[config.mk]
export PLATFORM = sky130hd
export DESIGN_NAME = nmea_sentence_checker_core
export DESIGN_NICKNAME = d
export VERILOG_FILES = /design/src/design/nsc_pkg.sv /design/src/design/nmea_sentence_checker_core.sv /design/src/design/nsc_front.sv /design/src/design/nsc_queue.sv /design/src/design/nsc_back.sv
export VERILOG_INCLUDE_DIRS = /design/src /design/src/design
export SDC_FILE = /design/constraint.sdc
export NUM_CORES = 1
export LEC_CHECK = 0
export BUFFER_PORTS_ARGS = -buffer_cell sky130_fd_sc_hd__clkbuf_2
export CAP_MARGIN = 20
export CORE_ASPECT_RATIO = 1.25
export CORE_UTILIZATION = 60
export DETAILED_ROUTE_END_ITERATION = 6
export PLACE_DENSITY = 0.87
export SYNTH_ARGS = -nofsm -noshare
export SYNTH_HDL_FRONTEND = slang
export SYNTH_SLANG_ARGS = --single-unit
[constraint.sdc]
create_clock -name clock -period 4.15 [get_ports clock]
set_clock_uncertainty 0.05 [all_clocks]
set_input_delay 0 -clock clock [delete_from_list [all_inputs] [get_ports clock]]
set_output_delay 0 -clock clock [all_outputs]
set_load 0.05 [all_outputs]
[src/design/assert_macros.svh]
// assertion helpers shared by the checker modules
`ifndef ASSERT_MACROS_SVH
`define ASSERT_MACROS_SVH
`ifndef SYNTHESIS
// property must hold at every clock edge outside reset
`define NSC_ASSERT(lbl, clk, rst, prop) \
   lbl: assert property (@(posedge clk) disable iff (rst) (prop)) \
      else $error("nsc assertion failed");
// expression must never be true outside reset
`define NSC_ASSERT_NEVER(lbl, clk, rst, expr) \
   lbl: assert property (@(posedge clk) disable iff (rst) !(expr)) \
      else $error("nsc forbidden condition seen");
`else
`define NSC_ASSERT(lbl, clk, rst, prop)
`define NSC_ASSERT_NEVER(lbl, clk, rst, expr)
`endif
`endif

[src/design/nsc_pkg.sv]
`default_nettype none
package nsc_pkg;

   // line length bookkeeping
   localparam int LINE_CAP = 128;
   localparam int POS_W = 7;
   localparam logic [POS_W-1:0] POS_MAX = {POS_W{1'b1}};
   localparam int LIMIT_CAP_INT = (LINE_CAP - 1 < 127) ? LINE_CAP - 1 : 127;
   localparam logic [POS_W-1:0] LIMIT_CAP = LIMIT_CAP_INT[POS_W-1:0];
   localparam logic [POS_W-1:0] MIN_LINE_POS = 7'd6;
   localparam logic [POS_W-1:0] MIN_STATUS_POS = 7'd5;
   localparam int DELAY = 5;

   // queue between front and back
   localparam int QUEUE_DEPTH = 2;
   localparam int QPTR_W = (QUEUE_DEPTH > 1) ? $clog2(QUEUE_DEPTH) : 1;
   localparam int QCNT_W = $clog2(QUEUE_DEPTH + 1);

   // special bytes
   localparam logic [7:0] CH_DOLLAR = 8'h24;
   localparam logic [7:0] CH_STAR = 8'h2a;
   localparam logic [7:0] CH_CR = 8'h0d;
   localparam logic [7:0] CH_LF = 8'h0a;
   localparam logic [7:0] CH_XON = 8'h11;
   localparam logic [7:0] CH_ZERO = 8'h30;
   localparam logic [7:0] CH_NINE = 8'h39;
   localparam logic [7:0] CH_UP_A = 8'h41;
   localparam logic [7:0] CH_UP_F = 8'h46;
   localparam logic [3:0] HEX_TEN = 4'ha;

   // result kinds
   localparam logic [1:0] KIND_PAYLOAD = 2'd0;
   localparam logic [1:0] KIND_SENTENCE = 2'd1;
   localparam logic [1:0] KIND_XFER = 2'd2;

   // sentence status codes
   localparam logic [2:0] ST_OK = 3'd0;
   localparam logic [2:0] ST_FRAMING = 3'd1;
   localparam logic [2:0] ST_HEX = 3'd2;
   localparam logic [2:0] ST_CHECKSUM = 3'd3;
   localparam logic [2:0] ST_OVERLONG = 3'd4;

   // one classified input byte: an optional payload byte, then an optional end item
   typedef struct packed {
      logic pay_vld;
      logic [7:0] pay;
      logic end_vld;
      logic [1:0] end_kind;
      logic [2:0] status;
   } entry_type;

endpackage
`default_nettype wire

[src/design/nmea_sentence_checker_core.sv]
// channel   dir  handshake          payload
// req       in   req_tvalid/tready  tdata[7:0] rx_byte
// rsp       out  rsp_tvalid/tready  tdata[7:0] payload_byte, [10:8] sentence_status;
//                                   tuser[1:0] item_kind; tlast last_of_run
// csr       in   csr_wr_en          csr_wr_data[6:0] max_line_length
//
// one byte is accepted per cycle while the two-entry queue has room
// a byte yields zero, one or two items; the back end sends one item per cycle while rsp is ready,
// so a byte that ends a line with a pending payload byte sends the payload item and then the end item
// an accepted byte's items pass through the queue slot and then the output register on the way to rsp
// reset is synchronous: line state, queue pointers and the output valid flag are cleared
// stalls on rsp back up into the queue and then into req_tready
`default_nettype none
module nmea_sentence_checker_core (
   input wire logic clock,
   input wire logic reset,
   input wire logic csr_wr_en,
   input wire logic [6:0] csr_wr_data,     // max_line_length
   input wire logic req_tvalid,
   output logic req_tready,
   input wire logic [7:0] req_tdata,       // [7:0] rx_byte
   output logic rsp_tvalid,
   input wire logic rsp_tready,
   output logic [15:0] rsp_tdata,          // [7:0] payload_byte, [10:8] sentence_status
   output logic [1:0] rsp_tuser,           // [1:0] item_kind
   output logic rsp_tlast                  // last_of_run
);
   import nsc_pkg::*;

   logic push, q_full, q_empty, pop;
   entry_type push_data, head;

   // byte classification and line state
   nsc_front u_front (
      .clock(clock),
      .reset(reset),
      .csr_wr_en(csr_wr_en),
      .csr_wr_data(csr_wr_data),
      .req_tvalid(req_tvalid),
      .req_tready(req_tready),
      .req_tdata(req_tdata),
      .push(push),
      .push_data(push_data),
      .q_full(q_full)
   );

   // entry queue
   nsc_queue u_queue (
      .clock(clock),
      .reset(reset),
      .push(push),
      .push_data(push_data),
      .full(q_full),
      .pop(pop),
      .head(head),
      .empty(q_empty)
   );

   // item expansion and output register
   nsc_back u_back (
      .clock(clock),
      .reset(reset),
      .head(head),
      .empty(q_empty),
      .pop(pop),
      .rsp_tvalid(rsp_tvalid),
      .rsp_tready(rsp_tready),
      .rsp_tdata(rsp_tdata),
      .rsp_tuser(rsp_tuser),
      .rsp_tlast(rsp_tlast)
   );

endmodule
`default_nettype wire

[src/design/nsc_front.sv]
`default_nettype none
`include "assert_macros.svh"
module nsc_front (
   input wire logic clock,
   input wire logic reset,
   input wire logic csr_wr_en,
   input wire logic [6:0] csr_wr_data,
   input wire logic req_tvalid,
   output logic req_tready,
   input wire logic [7:0] req_tdata,
   output logic push,
   output nsc_pkg::entry_type push_data,
   input wire logic q_full
);
   import nsc_pkg::*;

   logic [6:0] max_len_ff;
   logic [POS_W-1:0] pos_ff, pos_in;
   logic [7:0] recent_ff [DELAY];
   logic [7:0] xor_ff, xor_in;
   logic dollar_ff, dollar_in;
   logic ovf_ff, ovf_in;

   logic accept;
   logic [7:0] b;
   logic xon_start, is_lf;
   logic [POS_W-1:0] limit;
   logic ovf_now, dollar_now, pay_vld;
   logic hi_ok, lo_ok;
   logic [3:0] hi_val, lo_val;
   logic [2:0] status;

   // hex digit decode, upper case only
   function automatic logic [4:0] hex_decode(input logic [7:0] c);
      logic [4:0] r;
      r = 5'd0;
      if (c >= CH_ZERO && c <= CH_NINE) begin
         r = {1'b1, 4'(c - CH_ZERO)};
      end else if (c >= CH_UP_A && c <= CH_UP_F) begin
         r = {1'b1, 4'(c - CH_UP_A) + HEX_TEN};
      end
      return r;
   endfunction

   assign req_tready = !q_full;
   assign accept = req_tvalid && req_tready;
   assign b = req_tdata;

   // length limit register
   always_ff @(posedge clock) begin
      if (reset) begin
         max_len_ff <= 7'd127;
      end else if (csr_wr_en) begin
         max_len_ff <= csr_wr_data;
      end
   end

   // classify the incoming byte
   always_comb begin
      xon_start = (pos_ff == '0) && (b == CH_XON);
      is_lf = !xon_start && (b == CH_LF);
      limit = (LIMIT_CAP < max_len_ff) ? LIMIT_CAP : max_len_ff;
      ovf_now = ovf_ff || (pos_ff >= limit);
      dollar_now = (pos_ff == '0) ? (b == CH_DOLLAR) : dollar_ff;
      pay_vld = !xon_start && !ovf_now && (pos_ff >= MIN_LINE_POS);
      xor_in = pay_vld ? (xor_ff ^ recent_ff[0]) : xor_ff;
      {hi_ok, hi_val} = hex_decode(recent_ff[2]);
      {lo_ok, lo_val} = hex_decode(recent_ff[3]);
   end

   // sentence status at line end
   always_comb begin
      if (ovf_now) begin
         status = ST_OVERLONG;
      end else if (pos_ff < MIN_STATUS_POS || !dollar_now || recent_ff[1] != CH_STAR
                   || recent_ff[4] != CH_CR) begin
         status = ST_FRAMING;
      end else if (!hi_ok || !lo_ok) begin
         status = ST_HEX;
      end else if ({hi_val, lo_val} != xor_in) begin
         status = ST_CHECKSUM;
      end else begin
         status = ST_OK;
      end
   end

   // queue entry
   always_comb begin
      push = accept && (xon_start || pay_vld || is_lf);
      push_data.pay_vld = pay_vld;
      push_data.pay = recent_ff[0];
      push_data.end_vld = xon_start || is_lf;
      push_data.end_kind = xon_start ? KIND_XFER : KIND_SENTENCE;
      push_data.status = is_lf ? status : ST_OK;
   end

   // next line state
   always_comb begin
      pos_in = pos_ff;
      dollar_in = dollar_ff;
      ovf_in = ovf_ff;
      if (!xon_start) begin
         if (is_lf) begin
            pos_in = '0;
            dollar_in = 1'b0;
            ovf_in = 1'b0;
         end else begin
            pos_in = (pos_ff < POS_MAX) ? pos_ff + 1'b1 : POS_MAX;
            dollar_in = dollar_now;
            ovf_in = ovf_now;
         end
      end
   end

   // line state registers
   always_ff @(posedge clock) begin
      if (reset) begin
         pos_ff <= '0;
         xor_ff <= 8'd0;
         dollar_ff <= 1'b0;
         ovf_ff <= 1'b0;
      end else if (accept && !xon_start) begin
         pos_ff <= pos_in;
         xor_ff <= is_lf ? 8'd0 : xor_in;
         dollar_ff <= dollar_in;
         ovf_ff <= ovf_in;
      end
   end

   // five byte delay line, only read once filled within the line
   always_ff @(posedge clock) begin
      if (accept && !xon_start && !is_lf) begin
         for (int i = 0; i < DELAY - 1; i++) begin
            recent_ff[i] <= recent_ff[i+1];
         end
         recent_ff[DELAY-1] <= b;
      end
   end

   `NSC_ASSERT(a_pay_after_six, clock, reset, !(push && push_data.pay_vld) || (pos_ff >= MIN_LINE_POS))

endmodule
`default_nettype wire

[src/design/nsc_queue.sv]
`default_nettype none
`include "assert_macros.svh"
module nsc_queue (
   input wire logic clock,
   input wire logic reset,
   input wire logic push,
   input wire nsc_pkg::entry_type push_data,
   output logic full,
   input wire logic pop,
   output nsc_pkg::entry_type head,
   output logic empty
);
   import nsc_pkg::*;

   entry_type slot_ff [QUEUE_DEPTH];
   logic [QPTR_W-1:0] wr_ptr_ff, rd_ptr_ff;
   logic [QCNT_W-1:0] count_ff;
   logic do_push, do_pop;

   assign full = (count_ff == QCNT_W'(QUEUE_DEPTH));
   assign empty = (count_ff == '0);
   assign head = slot_ff[rd_ptr_ff];
   assign do_push = push && !full;
   assign do_pop = pop && !empty;

   // pointer wrap helper
   function automatic logic [QPTR_W-1:0] next_ptr(input logic [QPTR_W-1:0] p);
      return (p == QPTR_W'(QUEUE_DEPTH - 1)) ? '0 : p + 1'b1;
   endfunction

   // storage
   always_ff @(posedge clock) begin
      if (do_push) begin
         slot_ff[wr_ptr_ff] <= push_data;
      end
   end

   // pointers and fill count
   always_ff @(posedge clock) begin
      if (reset) begin
         wr_ptr_ff <= '0;
         rd_ptr_ff <= '0;
         count_ff <= '0;
      end else begin
         if (do_push) begin
            wr_ptr_ff <= next_ptr(wr_ptr_ff);
         end
         if (do_pop) begin
            rd_ptr_ff <= next_ptr(rd_ptr_ff);
         end
         if (do_push && !do_pop) begin
            count_ff <= count_ff + 1'b1;
         end else if (do_pop && !do_push) begin
            count_ff <= count_ff - 1'b1;
         end
      end
   end

   `NSC_ASSERT(a_count_bound, clock, reset, count_ff <= QCNT_W'(QUEUE_DEPTH))
   `NSC_ASSERT_NEVER(a_push_full, clock, reset, push && full)

endmodule
`default_nettype wire

[src/design/nsc_back.sv]
`default_nettype none
`include "assert_macros.svh"
module nsc_back (
   input wire logic clock,
   input wire logic reset,
   input wire nsc_pkg::entry_type head,
   input wire logic empty,
   output logic pop,
   output logic rsp_tvalid,
   input wire logic rsp_tready,
   output logic [15:0] rsp_tdata,
   output logic [1:0] rsp_tuser,
   output logic rsp_tlast
);
   import nsc_pkg::*;

   logic valid_ff, valid_in;
   logic sent_ff, sent_in;
   logic [1:0] kind_ff, kind_in;
   logic [7:0] byte_ff, byte_in;
   logic [2:0] status_ff, status_in;
   logic last_ff, last_in;
   logic out_free, load, emit_pay;

   assign out_free = !valid_ff || rsp_tready;
   assign load = !empty && out_free;
   assign emit_pay = head.pay_vld && !sent_ff;

   // pick the next item of the head entry
   always_comb begin
      if (emit_pay) begin
         kind_in = KIND_PAYLOAD;
         byte_in = head.pay;
         status_in = ST_OK;
         last_in = !head.end_vld;
      end else begin
         kind_in = head.end_kind;
         byte_in = 8'd0;
         status_in = head.status;
         last_in = 1'b1;
      end
      pop = load && last_in;
      sent_in = load ? (emit_pay && head.end_vld) : sent_ff;
      valid_in = load || (valid_ff && !rsp_tready);
   end

   // control registers
   always_ff @(posedge clock) begin
      if (reset) begin
         valid_ff <= 1'b0;
         sent_ff <= 1'b0;
      end else begin
         valid_ff <= valid_in;
         sent_ff <= sent_in;
      end
   end

   // output item register
   always_ff @(posedge clock) begin
      if (load) begin
         kind_ff <= kind_in;
         byte_ff <= byte_in;
         status_ff <= status_in;
         last_ff <= last_in;
      end
   end

   assign rsp_tvalid = valid_ff;
   assign rsp_tdata = {5'd0, status_ff, byte_ff};
   assign rsp_tuser = kind_ff;
   assign rsp_tlast = last_ff;

   `NSC_ASSERT(a_xfer_last, clock, reset, !(valid_ff && kind_ff == KIND_XFER) || last_ff)
   `NSC_ASSERT(a_pay_no_status, clock, reset, !(valid_ff && kind_ff == KIND_PAYLOAD) || status_ff == ST_OK)

endmodule
`default_nettype wire

==> summary.md, run 1 <==
| Metric | Value |
|---|---|
| Placed instance area | `5530 µm²` |
| Fmax | `256 MHz` |
| CP peak stage delay | `0.56 ns` |
| Combinational fraction of design power | `0.192` |
| Vias in the first global route | `3,826` |
| Clock sink count | `115` |
| Relative slew margins | `0.306` |
| Post-CTS setup buffers | `0` |
| Max Cap Viol | `0` |
| EDFF count, synth | `84` |
| Maximum clock insertion buffer count | `2` |
| Dpl ws | `0.465 ns` |
| Worst hold slack | `0.187 ns` |
| Syn Inst Count | `432` |
| All-Layer GR Usage | `0.287` |
| Via Count | `3,894` |
| Crit. End Element | `register` |
| Switching power | `1.12 mW` |
| CTS tree | `built` |
| Worst r2r src | `u_front.pos_ff[0]$_SDFFE_PP0P_` |
| Yosys warns | `0` |
| Synth Register Bits | `115` |
| Core Area | `8380 µm²` |
| Critical-path cell list | `inv_1 > ha_1 > nand2b_1 > a211o_1 > a2111oi_4 > nand2_2 > inv_1 > nor2_1 > nor2_1 > ha_1 > or3_1 > a21oi_1` |
| Slew @ Worst Pin | `1.04 ns` |
| Fin. max-slew vios | `0` |
| Crit path from | `u_front.pos_ff[0]$_SDFFE_PP0P_` |
| Run status | `completed` |
| Row Count | `37` |
| Yosys cell types | `60` |
| Largest net degree at the start of global routing | `40` |
| Final Routed Wirelength | `12.3 mm` |
| Post-Syn Area | `5260 µm²` |
| Area Overhead vs Synth | `22.0%` |
| Period utilization | `0.943` |
| Clock Power Share | `0.380` |
| Final net count | `547` |
| ANT nets after route | `0` |
| Initial Util | `0.627` |
| Antenna diodes | `0` |
| DR iter-0 viols | `405` |
| I/O pin cnt | `41` |
| Period minus WS final | `3.91 ns` |
| Sequential fraction of the synthesis area | `0.598` |
| Finished Layout Cells | `638` |
| First-pass DRT Iterations | `5` |
| Vias/cell | `6.10` |
| Clk Latency, worst-skew pair | `0.52 ns` |
| Gr ovfl total | `0` |
| Post-route setup slack | `0.238 ns` |
| Share of power burned in registers | `0.428` |
| Most common cell after layout, fill and taps aside | `edfxtp_1` |
| H-tree levels | `4` |
| Fin Setup TNS | `0 ns` |
| # DRC | `0` |
| Wire per inst | `19.3 µm` |
| P_leak | `2.45 nW` |
| Final GP Congestion | `0.858` |
| Antenna violations before repair | `0` |
| Setup CP Type | `reg -> reg` |
| FFs w/ async S/R, synth | `0` |
| Placed cells | `574` |
| Max VDD drop | `0.481 mV` |
| Worst-path clk slew | `0.06 ns` |
| Chip Height | `107 µm` |
| Fin. Hold Viols | `0` |
| CP Max Fanout | `14` |
| CP Data Required Time | `4.52 ns` |
| Unrepaired setup endpoints after global routing | `no` |
| Resized cells post-CTS | `0` |
| Final Total Pwr | `3.66 mW` |
| Post-layout util | `0.766` |
| CP Launch Type | `register` |
| Hold wc startpoint | `req_tdata[5]` |
| First-pass GRT wire length | `19.2 mm` |
| Endpoints failing setup | `0` |
| CTS buffer count | `17` |
| Syn Area/Cell | `12.2 µm²` |
| Most frequent cells in the layout | `84 x edfxtp_1, 41 x nor2_1, 37 x nand2_1, 35 x clkbuf_2, 32 x dlygate4sd3_1` |
| Total power per unit cell area | `570 nW/µm²` |
| Port buffer count | `35` |
| Slowest CP cell | `a2111oi_4` |
| Worst min-delay path category | `in -> reg` |
| Layout cells sized above 1 | `0.154` |
| Root Driver | `clkbuf_8` |
| Final instance area | `6410 µm²` |
| Primary FF master, synth | `edfxtp_1` |
| Arr. time, crit path | `4.29 ns` |
| HPWL after DPL | `6.92 mm` |
| Die area | `9140 µm²` |
| Sw Ratio | `0.306` |
| Pint | `2.54 mW` |
| Die Wd | `85.7 µm` |
[state kept, by name, summed over array words and instances, names as in the netlist, named ones only]
signal              count
u_front.recent_ff      40
u_queue.slot_ff        30
u_back.byte_ff          8
u_front.xor_ff          8
u_front.max_len_ff      7
u_front.pos_ff          7
u_back.status_ff        3
u_back.rsp_tuser        2
u_queue.count_ff        2
u_back.rsp_tlast        1
u_back.rsp_tvalid       1
u_back.sent_ff          1
u_front.dollar_ff       1
u_front.ovf_ff          1
u_queue.rd_ptr_ff       1
u_queue.wr_ptr_ff       1
[final cells by class]
type	instances	area (µm²)
Clock buffer	22	453
Clock inverter	10	109
Fill cell	474	1960
Inverter	20	75.1
Multi-Input combinational cell	285	1980
Sequential cell	115	3140
Tap cell	117	146
Timing Repair Buffer	69	510
[Yosys cell counts, types with 3 or more instances]
cell type  number  area (µm²)
xnor2_1         7        61.3
nor3b_1         3        22.5
ha_1           19         238
buf_4           5        37.5
nand4_1         7        43.8
or2_2           4        25.0
clkbuf_1       10        37.5
edfxtp_1       84        2520
a21boi_0        3        22.5
nand2b_1        7        43.8
o21ai_0        16        80.1
a311oi_1        8        70.1
a21oi_1        18        90.1
a31oi_1         4        25.0
nand3b_1        3        22.5
nor4_1          6        37.5
nor3_1          6        30.0
mux2i_1        18         180
and3_1          4        25.0
nor2b_1         6        37.5
a211oi_1        4        30.0
or3_1           3        18.8
dfxtp_1        31         621
inv_1          20        75.1
a22oi_1         5        37.5
nor2_1         41         154
xor2_1          5        43.8
o211ai_1        7        52.6
nand2_1        37         139
[routing by layer]
metal,vias up,GRT usage,wire length [µm]
li1,1758,-,-
met2,222,0.529,6800
met5,-,0,0
met1,1869,0.298,4340
met3,45,0.0693,726
met4,0,0.154,448
[cells by family after synthesis]
kind of cell               count (synthesis)  synth area share
AOI/OAI and AO/OA                         81             0.110
xor gates and xnor gates                  15            0.0331
adders and majority gates                 19            0.0452
buffers and inverters                     36            0.0295
DFF                                      115             0.598
muxes                                     20            0.0386
other                                      1          0.000713
and+or+nand+nor                          145             0.144
[power groups by stage]
stage	registers [mW]	logic [mW]	clock network, mW
floorplan	1.69	0.382	0
global placement	1.57	0.629	0
detailed placement	1.58	0.651	0
CTS	1.56	0.687	1.38
global route	1.58	0.751	1.44
finish	1.56	0.703	1.39
[critical path: cells and delay by family, from the launching register on]
family	cells	cell delay, ns
and+or+nand+nor	5	1.15
adders and majority gates	2	0.61
AOI/OAI and AO/OA	3	1.10
buffers and inverters	2	0.52
DFF	1	0.39
[final timing paths]
path,slack (ns),depth (start not counted),to
worst min register to register,0.39,0,u_front.recent_ff[0][26]$_DFFE_PP_
worst max-delay path,0.24,12,u_queue.count_ff[1]$_SDFFE_PP0P_
worst max register to register,0.24,12,u_queue.count_ff[1]$_SDFFE_PP0P_
worst min-delay path,0.19,2,u_front.recent_ff[0][37]$_DFFE_PP_
[timing repair]
action,CTS,global route
endpoints found under the hold margin,36,0
setup endpoints to repair,0,0
hold buffers,32,0
Power figures use the tool's default switching activity.
==> run 2: changes to the inputs <==
- PLACE_DENSITY: 0.87 -> 0.8
==> summary.md, run 2 (same netlist as run 1, synthesis figures left out) <==
| Metric | Value |
|---|---|
| Area occupied by multi-input gates | `1980 µm² (unchanged)` |
| P_leak | `2.50 nW (+1.8%)` |
| Row Count | `37 (unchanged)` |
| # DRC | `0 (unchanged)` |
| Wire per inst | `17.9 µm (-7.1%)` |
| Most frequent cells in the layout | `84 x edfxtp_1, 41 x nor2_1, 37 x nand2_1, 35 x clkbuf_2` |
| Die area | `9140 µm² (unchanged)` |
| Biggest register | `u_front.recent_ff` |
| Initial Util | `0.627 (unchanged)` |
| CTS tree | `built` |
| Dpl ws | `0.510 ns (+0.0455 ns)` |
| Worst hold slack | `0.193 ns (+0.00593 ns)` |
| Worst min-delay path category | `in -> reg` |
| Max Cap Viol | `0 (unchanged)` |
| I/O pin cnt | `41 (unchanged)` |
| Fin Setup TNS | `0 ns (unchanged)` |
| CP Max Fanout | `15 (+1)` |
| Post-CTS setup buffers | `0 (unchanged)` |
| Antenna diodes | `0 (unchanged)` |
| Chip Height | `107 µm (unchanged)` |
| Max VDD drop | `0.330 mV (-31%)` |
| Fin. Hold Viols | `0 (unchanged)` |
| Via Count | `3,790 (-2.7%)` |
| Relative slew margins | `0.419 (+0.113)` |
| CTS buffer count | `17 (unchanged)` |
| Fin. max-slew vios | `0 (unchanged)` |
| Vias/cell | `5.94 (-2.7%)` |
| Root Driver | `clkbuf_8` |
| Placed cells | `575 (+0.17%)` |
| Area Overhead vs Synth | `23.3%` |
| Most common cell after layout, fill and taps aside | `edfxtp_1` |
| Run status | `completed` |
| First-pass GRT wire length | `18.5 mm (-3.7%)` |
| Largest net degree at the start of global routing | `26 (-35%)` |
| Finished Layout Cells | `638 (unchanged)` |
| Antenna violations before repair | `0 (unchanged)` |
| Gr ovfl total | `0 (unchanged)` |
| First-pass DRT Iterations | `4 (-1)` |
| Slew @ Worst Pin | `0.868 ns (-0.168 ns)` |
| ANT nets after route | `0 (unchanged)` |
| Period utilization | `0.919 (-0.0237)` |
| Clock sink count | `115 (unchanged)` |
| H-tree levels | `4 (unchanged)` |
| Post-route setup slack | `0.336 ns (+0.0984 ns)` |
| DR iter-0 viols | `354 (-13%)` |
| Arr. time, crit path | `3.91 ns (-0.38 ns)` |
| Period minus WS final | `3.81 ns (-0.0984 ns)` |
| Register area | `3140 µm² (unchanged)` |
| Clk Latency, worst-skew pair | `0.52 ns (about the same)` |
| CP Launch Type | `register` |
| Die Wd | `85.7 µm (unchanged)` |
| Vias in the first global route | `3,891 (+1.7%)` |
| Endpoints failing setup | `0 (unchanged)` |
| Maximum clock insertion buffer count | `2 (unchanged)` |
| Final net count | `547 (unchanged)` |
| Max FFs per register | `40 (unchanged)` |
| HPWL after DPL | `6.89 mm (-0.50%)` |
| Setup CP Type | `reg -> reg` |
| Worst-path clk slew | `0.06 ns (about the same)` |
| Port buffer count | `35 (unchanged)` |
| Final GP Congestion | `0.864 (+0.65%)` |
| Post-layout util | `0.773 (+0.00791)` |
| Total power per unit cell area | `586 nW/µm² (+2.8%)` |
| Layout cells sized above 1 | `0.157 (+0.00384)` |
| FILL cells | `485 (+2.3%)` |
| Top flop regs | `u_front.recent_ff x40, u_queue.slot_ff x30` |
| CP Data Required Time | `4.25 ns (-0.27 ns)` |
| All-Layer GR Usage | `0.273 (-0.0139)` |
| Fmax | `262 MHz (+2.6%)` |
| Unrepaired setup endpoints after global routing | `no` |
| Core Area | `8380 µm² (unchanged)` |
| Crit. End Element | `register` |
| Final Routed Wirelength | `11.4 mm (-7.1%)` |
==> run 2: cell types whose count changed in the layout (fill, tap and decap cells not counted), sizes merged <==
cell,previous run,this run
clkinvlp,4,1
clkinv,5,6
clkbuf,57,56
bufinv,2,5
dlygate4sd3,32,31
buf,2,3
==> run 2: per-stage QoR <==
step           power, mW  area [µm²]
2_1_floorplan       2.07        5270
3_3_place_gp        2.21        5540
3_5_place_dp        2.23        5540
4_1_cts             3.80        6480
5_1_grt             3.93        6480
6_report            3.80        6480
==> run 2: report_power, final <==
group	internal [mW]	switching (mW)	leakage [nW]	total (mW)
registers	1.43	0.128	1.05	1.56
clock network	1.06	0.487	0.309	1.55
logic	0.223	0.466	1.14	0.689
==> run 2: worst paths after layout <==
check / startpoint / end / slack [ns] / cells after the start
worst min register to register: u_front.recent_ff[0][37]$_DFFE_PP_ / u_front.recent_ff[0][29]$_DFFE_PP_ / 0.40 / 0
worst min-delay path: req_tdata[1] / u_front.recent_ff[0][33]$_DFFE_PP_ / 0.19 / 2
worst max-delay path: u_front.pos_ff[0]$_SDFFE_PP0P_ / u_queue.slot_ff[1][10]$_DFFE_PP_ / 0.34 / 10
worst max register to register: u_front.pos_ff[0]$_SDFFE_PP0P_ / u_queue.slot_ff[1][10]$_DFFE_PP_ / 0.34 / 10
==> run 2: area by class of cell <==
class	instances	share of cell area
Clock inverter	11	0.0280
Tap cell	117	0.0226
Inverter	20	0.0116
Multi-Input combinational cell	285	0.305
Clock buffer	21	0.0693
Timing Repair Buffer	69	0.0784
Sequential cell	115	0.485
==> run 2: what timing repair did <==
| item | in CTS | in global routing |
|---|---|---|
| hold endpoints to repair | 30 | 0 |
| setup endpoints to repair | 0 | 0 |
| gates resized for setup | 0 | 0 |
| hold buffers | 31 | 0 |
==> run 2: layer usage <==
| layer | vias to the layer above | GRT usage | wire, µm |
|---|---|---|---|
| li1 | 1761 | - | - |
| met1 | 1800 | 0.283 | 4200 |
| met5 | - | 0 | 0 |
| met3 | 46 | 0.0785 | 744 |
| met4 | 0 | 0.170 | 433 |
| met2 | 183 | 0.483 | 6060 |
==> run 2: worst max-delay path, cell delays in order, from the launching register on <==
cell       delay (ns)
dfxtp_1          0.41
inv_1            0.12
ha_1             0.31
nand2b_1         0.17
a211o_1          0.35
a2111oi_4        0.50
nand2_2          0.21
inv_1            0.35
nor2_1           0.13
nor2_1           0.24
and2_1           0.60
==> run 3: changes to the inputs <==
- CTS_BUF_LIST: not set -> sky130_fd_sc_hd__clkbuf_16
==> summary.md, run 3 (same netlist as run 1, synthesis figures left out) <==
| Metric | Value |
|---|---|
| Biggest register | `u_front.recent_ff` |
| Wire per inst | `17.6 µm (-2.1%)` |
| Max VDD drop | `0.336 mV (+1.8%)` |
| Run status | `completed` |
| Register area | `3140 µm² (unchanged)` |
| P_leak | `2.49 nW (-0.25%)` |
| I/O pin cnt | `41 (unchanged)` |
| Vias/cell | `5.86 (-1.3%)` |
| Via Count | `3,728 (-1.6%)` |
| Core Area | `8380 µm² (unchanged)` |
| Crit. End Element | `register` |
| H-tree levels | `4 (unchanged)` |
| Total power per unit cell area | `586 nW/µm² (about the same)` |
| Final instance area | `6450 µm² (-0.44%)` |
| Combinational fraction of design power | `0.181 (about the same)` |
| Port buffer count | `35 (unchanged)` |
| Worst min-delay path category | `in -> reg` |
| Worst r2r src | `u_front.pos_ff[0]$_SDFFE_PP0P_` |
| Critical R2R Capture | `u_queue.slot_ff[1][10]$_DFFE_PP_` |
| Fin. max-slew vios | `0 (unchanged)` |
| Chip Height | `107 µm (unchanged)` |
| Die Wd | `85.7 µm (unchanged)` |
| Most common cell after layout, fill and taps aside | `edfxtp_1` |
| CTS tree | `built` |
| Final net count | `545 (-0.37%)` |
| Endpoints failing setup | `0 (unchanged)` |
| Layout cells sized above 1 | `0.154 (-0.00325)` |
| Share of power burned in registers | `0.414 (+0.003)` |
| HPWL after DPL | `6.89 mm (unchanged)` |
| Hold path cells | `3 (+1)` |
| Switching power | `1.08 mW (-0.50%)` |
| CTS buffer count | `17 (unchanged)` |
| DR iter-0 viols | `364 (+2.8%)` |
| Final Routed Wirelength | `11.2 mm (-2.4%)` |
| Max Cap Viol | `0 (unchanged)` |
| CP peak stage delay | `0.60 ns (about the same)` |
| Slew @ Worst Pin | `0.853 ns (-0.0154 ns)` |
| Clk Latency, worst-skew pair | `0.41 ns (-0.11 ns)` |
| Area Overhead vs Synth | `22.8%` |
| Top flop regs | `u_front.recent_ff x40, u_queue.slot_ff x30` |
| First-pass GRT wire length | `18.1 mm (-1.9%)` |
| CP Launch Type | `register` |
| Root Driver | `clkbuf_16` |
| Period utilization | `0.913 (-0.00648)` |
| Reg2reg path depth | `10 (unchanged)` |
| Gr ovfl total | `0 (unchanged)` |
| Most frequent cells in the layout | `84 x edfxtp_1, 41 x nor2_1, 37 x nand2_1, 35 x clkbuf_2, 31 x dfxtp_1` |
| Slowest CP cell | `and2_1` |
| Max FFs per register | `40 (unchanged)` |
| Initial Util | `0.627 (unchanged)` |
| Crit path from | `u_front.pos_ff[0]$_SDFFE_PP0P_` |
| Period minus WS final | `3.79 ns (-0.0269 ns)` |
| Fin Setup TNS | `0 ns (unchanged)` |
| CP Max Fanout | `15 (unchanged)` |
| Maximum clock insertion buffer count | `2 (unchanged)` |
| Die area | `9140 µm² (unchanged)` |
| Final GP Congestion | `0.864 (unchanged)` |
| Unrepaired setup endpoints after global routing | `no` |
| All-Layer GR Usage | `0.269 (-0.00403)` |
| Placed instance area | `5540 µm² (unchanged)` |
| FILL cells | `486 (+0.21%)` |
| CP endpoint | `u_queue.slot_ff[1][10]$_DFFE_PP_` |
| R2R Setup Slk | `0.36 ns (+0.03 ns)` |
| First-pass DRT Iterations | `5 (+1)` |
| # DRC | `0 (unchanged)` |
| CP Data Required Time | `4.14 ns (-0.11 ns)` |
| Row Count | `37 (unchanged)` |
| Pint | `2.70 mW (-0.54%)` |
| Fmax | `264 MHz (+0.71%)` |
| Arr. time, crit path | `3.77 ns (-0.14 ns)` |
| Worst-path clk slew | `0.05 ns (about the same)` |
| Largest net degree at the start of global routing | `26 (unchanged)` |
| Area occupied by multi-input gates | `1980 µm² (unchanged)` |
| Clock sink count | `115 (unchanged)` |
| Critical-path cell list | `inv_1 > ha_1 > nand2b_1 > a211o_1 > a2111oi_4 > nand2_2 > inv_1 > nor2_1 > nor2_1 > and2_1` |
| Clock Power Share | `0.406 (about the same)` |
| ANT nets after route | `0 (unchanged)` |
| Antenna diodes | `0 (unchanged)` |
| Antenna violations before repair | `0 (unchanged)` |
| Fin. Hold Viols | `0 (unchanged)` |
| Sw Ratio | `0.285 (about the same)` |
| Relative slew margins | `0.429 (+0.0103)` |
| Vias in the first global route | `3,804 (-2.2%)` |
| Setup CP Type | `reg -> reg` |
run 3: cell type report:
type                    instances  area share
flip-flops and latches        115       0.487
multi-input cells             285       0.307
repair buffers                 67      0.0756
clock buffers                  17      0.0659
clock inverters                15      0.0304
well taps                     117      0.0227
inverters                      20      0.0116
run 3: how the worst min path moves through the flow:
stage | start | endpoint | slack, ns
after detailed placement | req_tdata[5] | u_front.recent_ff[0][37]$_DFFE_PP_ | 0.16
final | req_tvalid | u_queue.slot_ff[0][5]$_DFFE_PP_ | 0.04
after floorplan | req_tdata[0] | u_front.recent_ff[0][32]$_DFFE_PP_ | 0.05
after global routing | req_tvalid | u_queue.slot_ff[0][5]$_DFFE_PP_ | 0.06
after global placement | req_tdata[1] | u_front.recent_ff[0][33]$_DFFE_PP_ | 0.16
after CTS | req_tvalid | u_queue.slot_ff[0][5]$_DFFE_PP_ | 0.02
run 3: worst max-delay path, delay by kind of cell, from the launching register on:
family,cells,cell delay [ns]
AOI/OAI and AO/OA,2,0.84
buffers and inverters,2,0.48
and+or+nand+nor,5,1.33
adders and majority gates,1,0.30
DFF,1,0.41
run 3: repair_timing:
action / in CTS / in global routing
hold buffers: 29 / 0
gates resized for setup: 0 / 0
endpoints found under the hold margin: 16 / 0
setup buffers: 0 / 0
run 3: power by group through the flow:
stage / Clock [mW] / Combinational, mW / Sequential [mW]
finish: 1.53 / 0.683 / 1.56
detailed placement: 0 / 0.649 / 1.58
CTS: 1.54 / 0.679 / 1.56
global placement: 0 / 0.634 / 1.58
floorplan: 0 / 0.382 / 1.69
global route: 1.59 / 0.740 / 1.58
run 3: stage by stage:
step            util  setup slack, ns  std cells  power, mW  hold slack, ns
2_1_floorplan      -            0.512        436       2.07          0.0489
3_3_place_gp   0.661            0.644        575       2.21           0.160
3_5_place_dp   0.661            0.510        575       2.23           0.159
4_1_cts        0.770            0.379        636       3.78          0.0192
5_1_grt        0.770           0.0811        636       3.91          0.0565
6_report       0.770            0.363        636       3.78          0.0350
run 3: per-layer routing:
metal  vias to the layer above  share of wire  track usage
li1                       1752              -            -
met3                        31          0.051       0.0808
met2                       143           0.54        0.482
met4                         0          0.029        0.148
met5                         -              0            0
met1                      1802           0.38        0.279
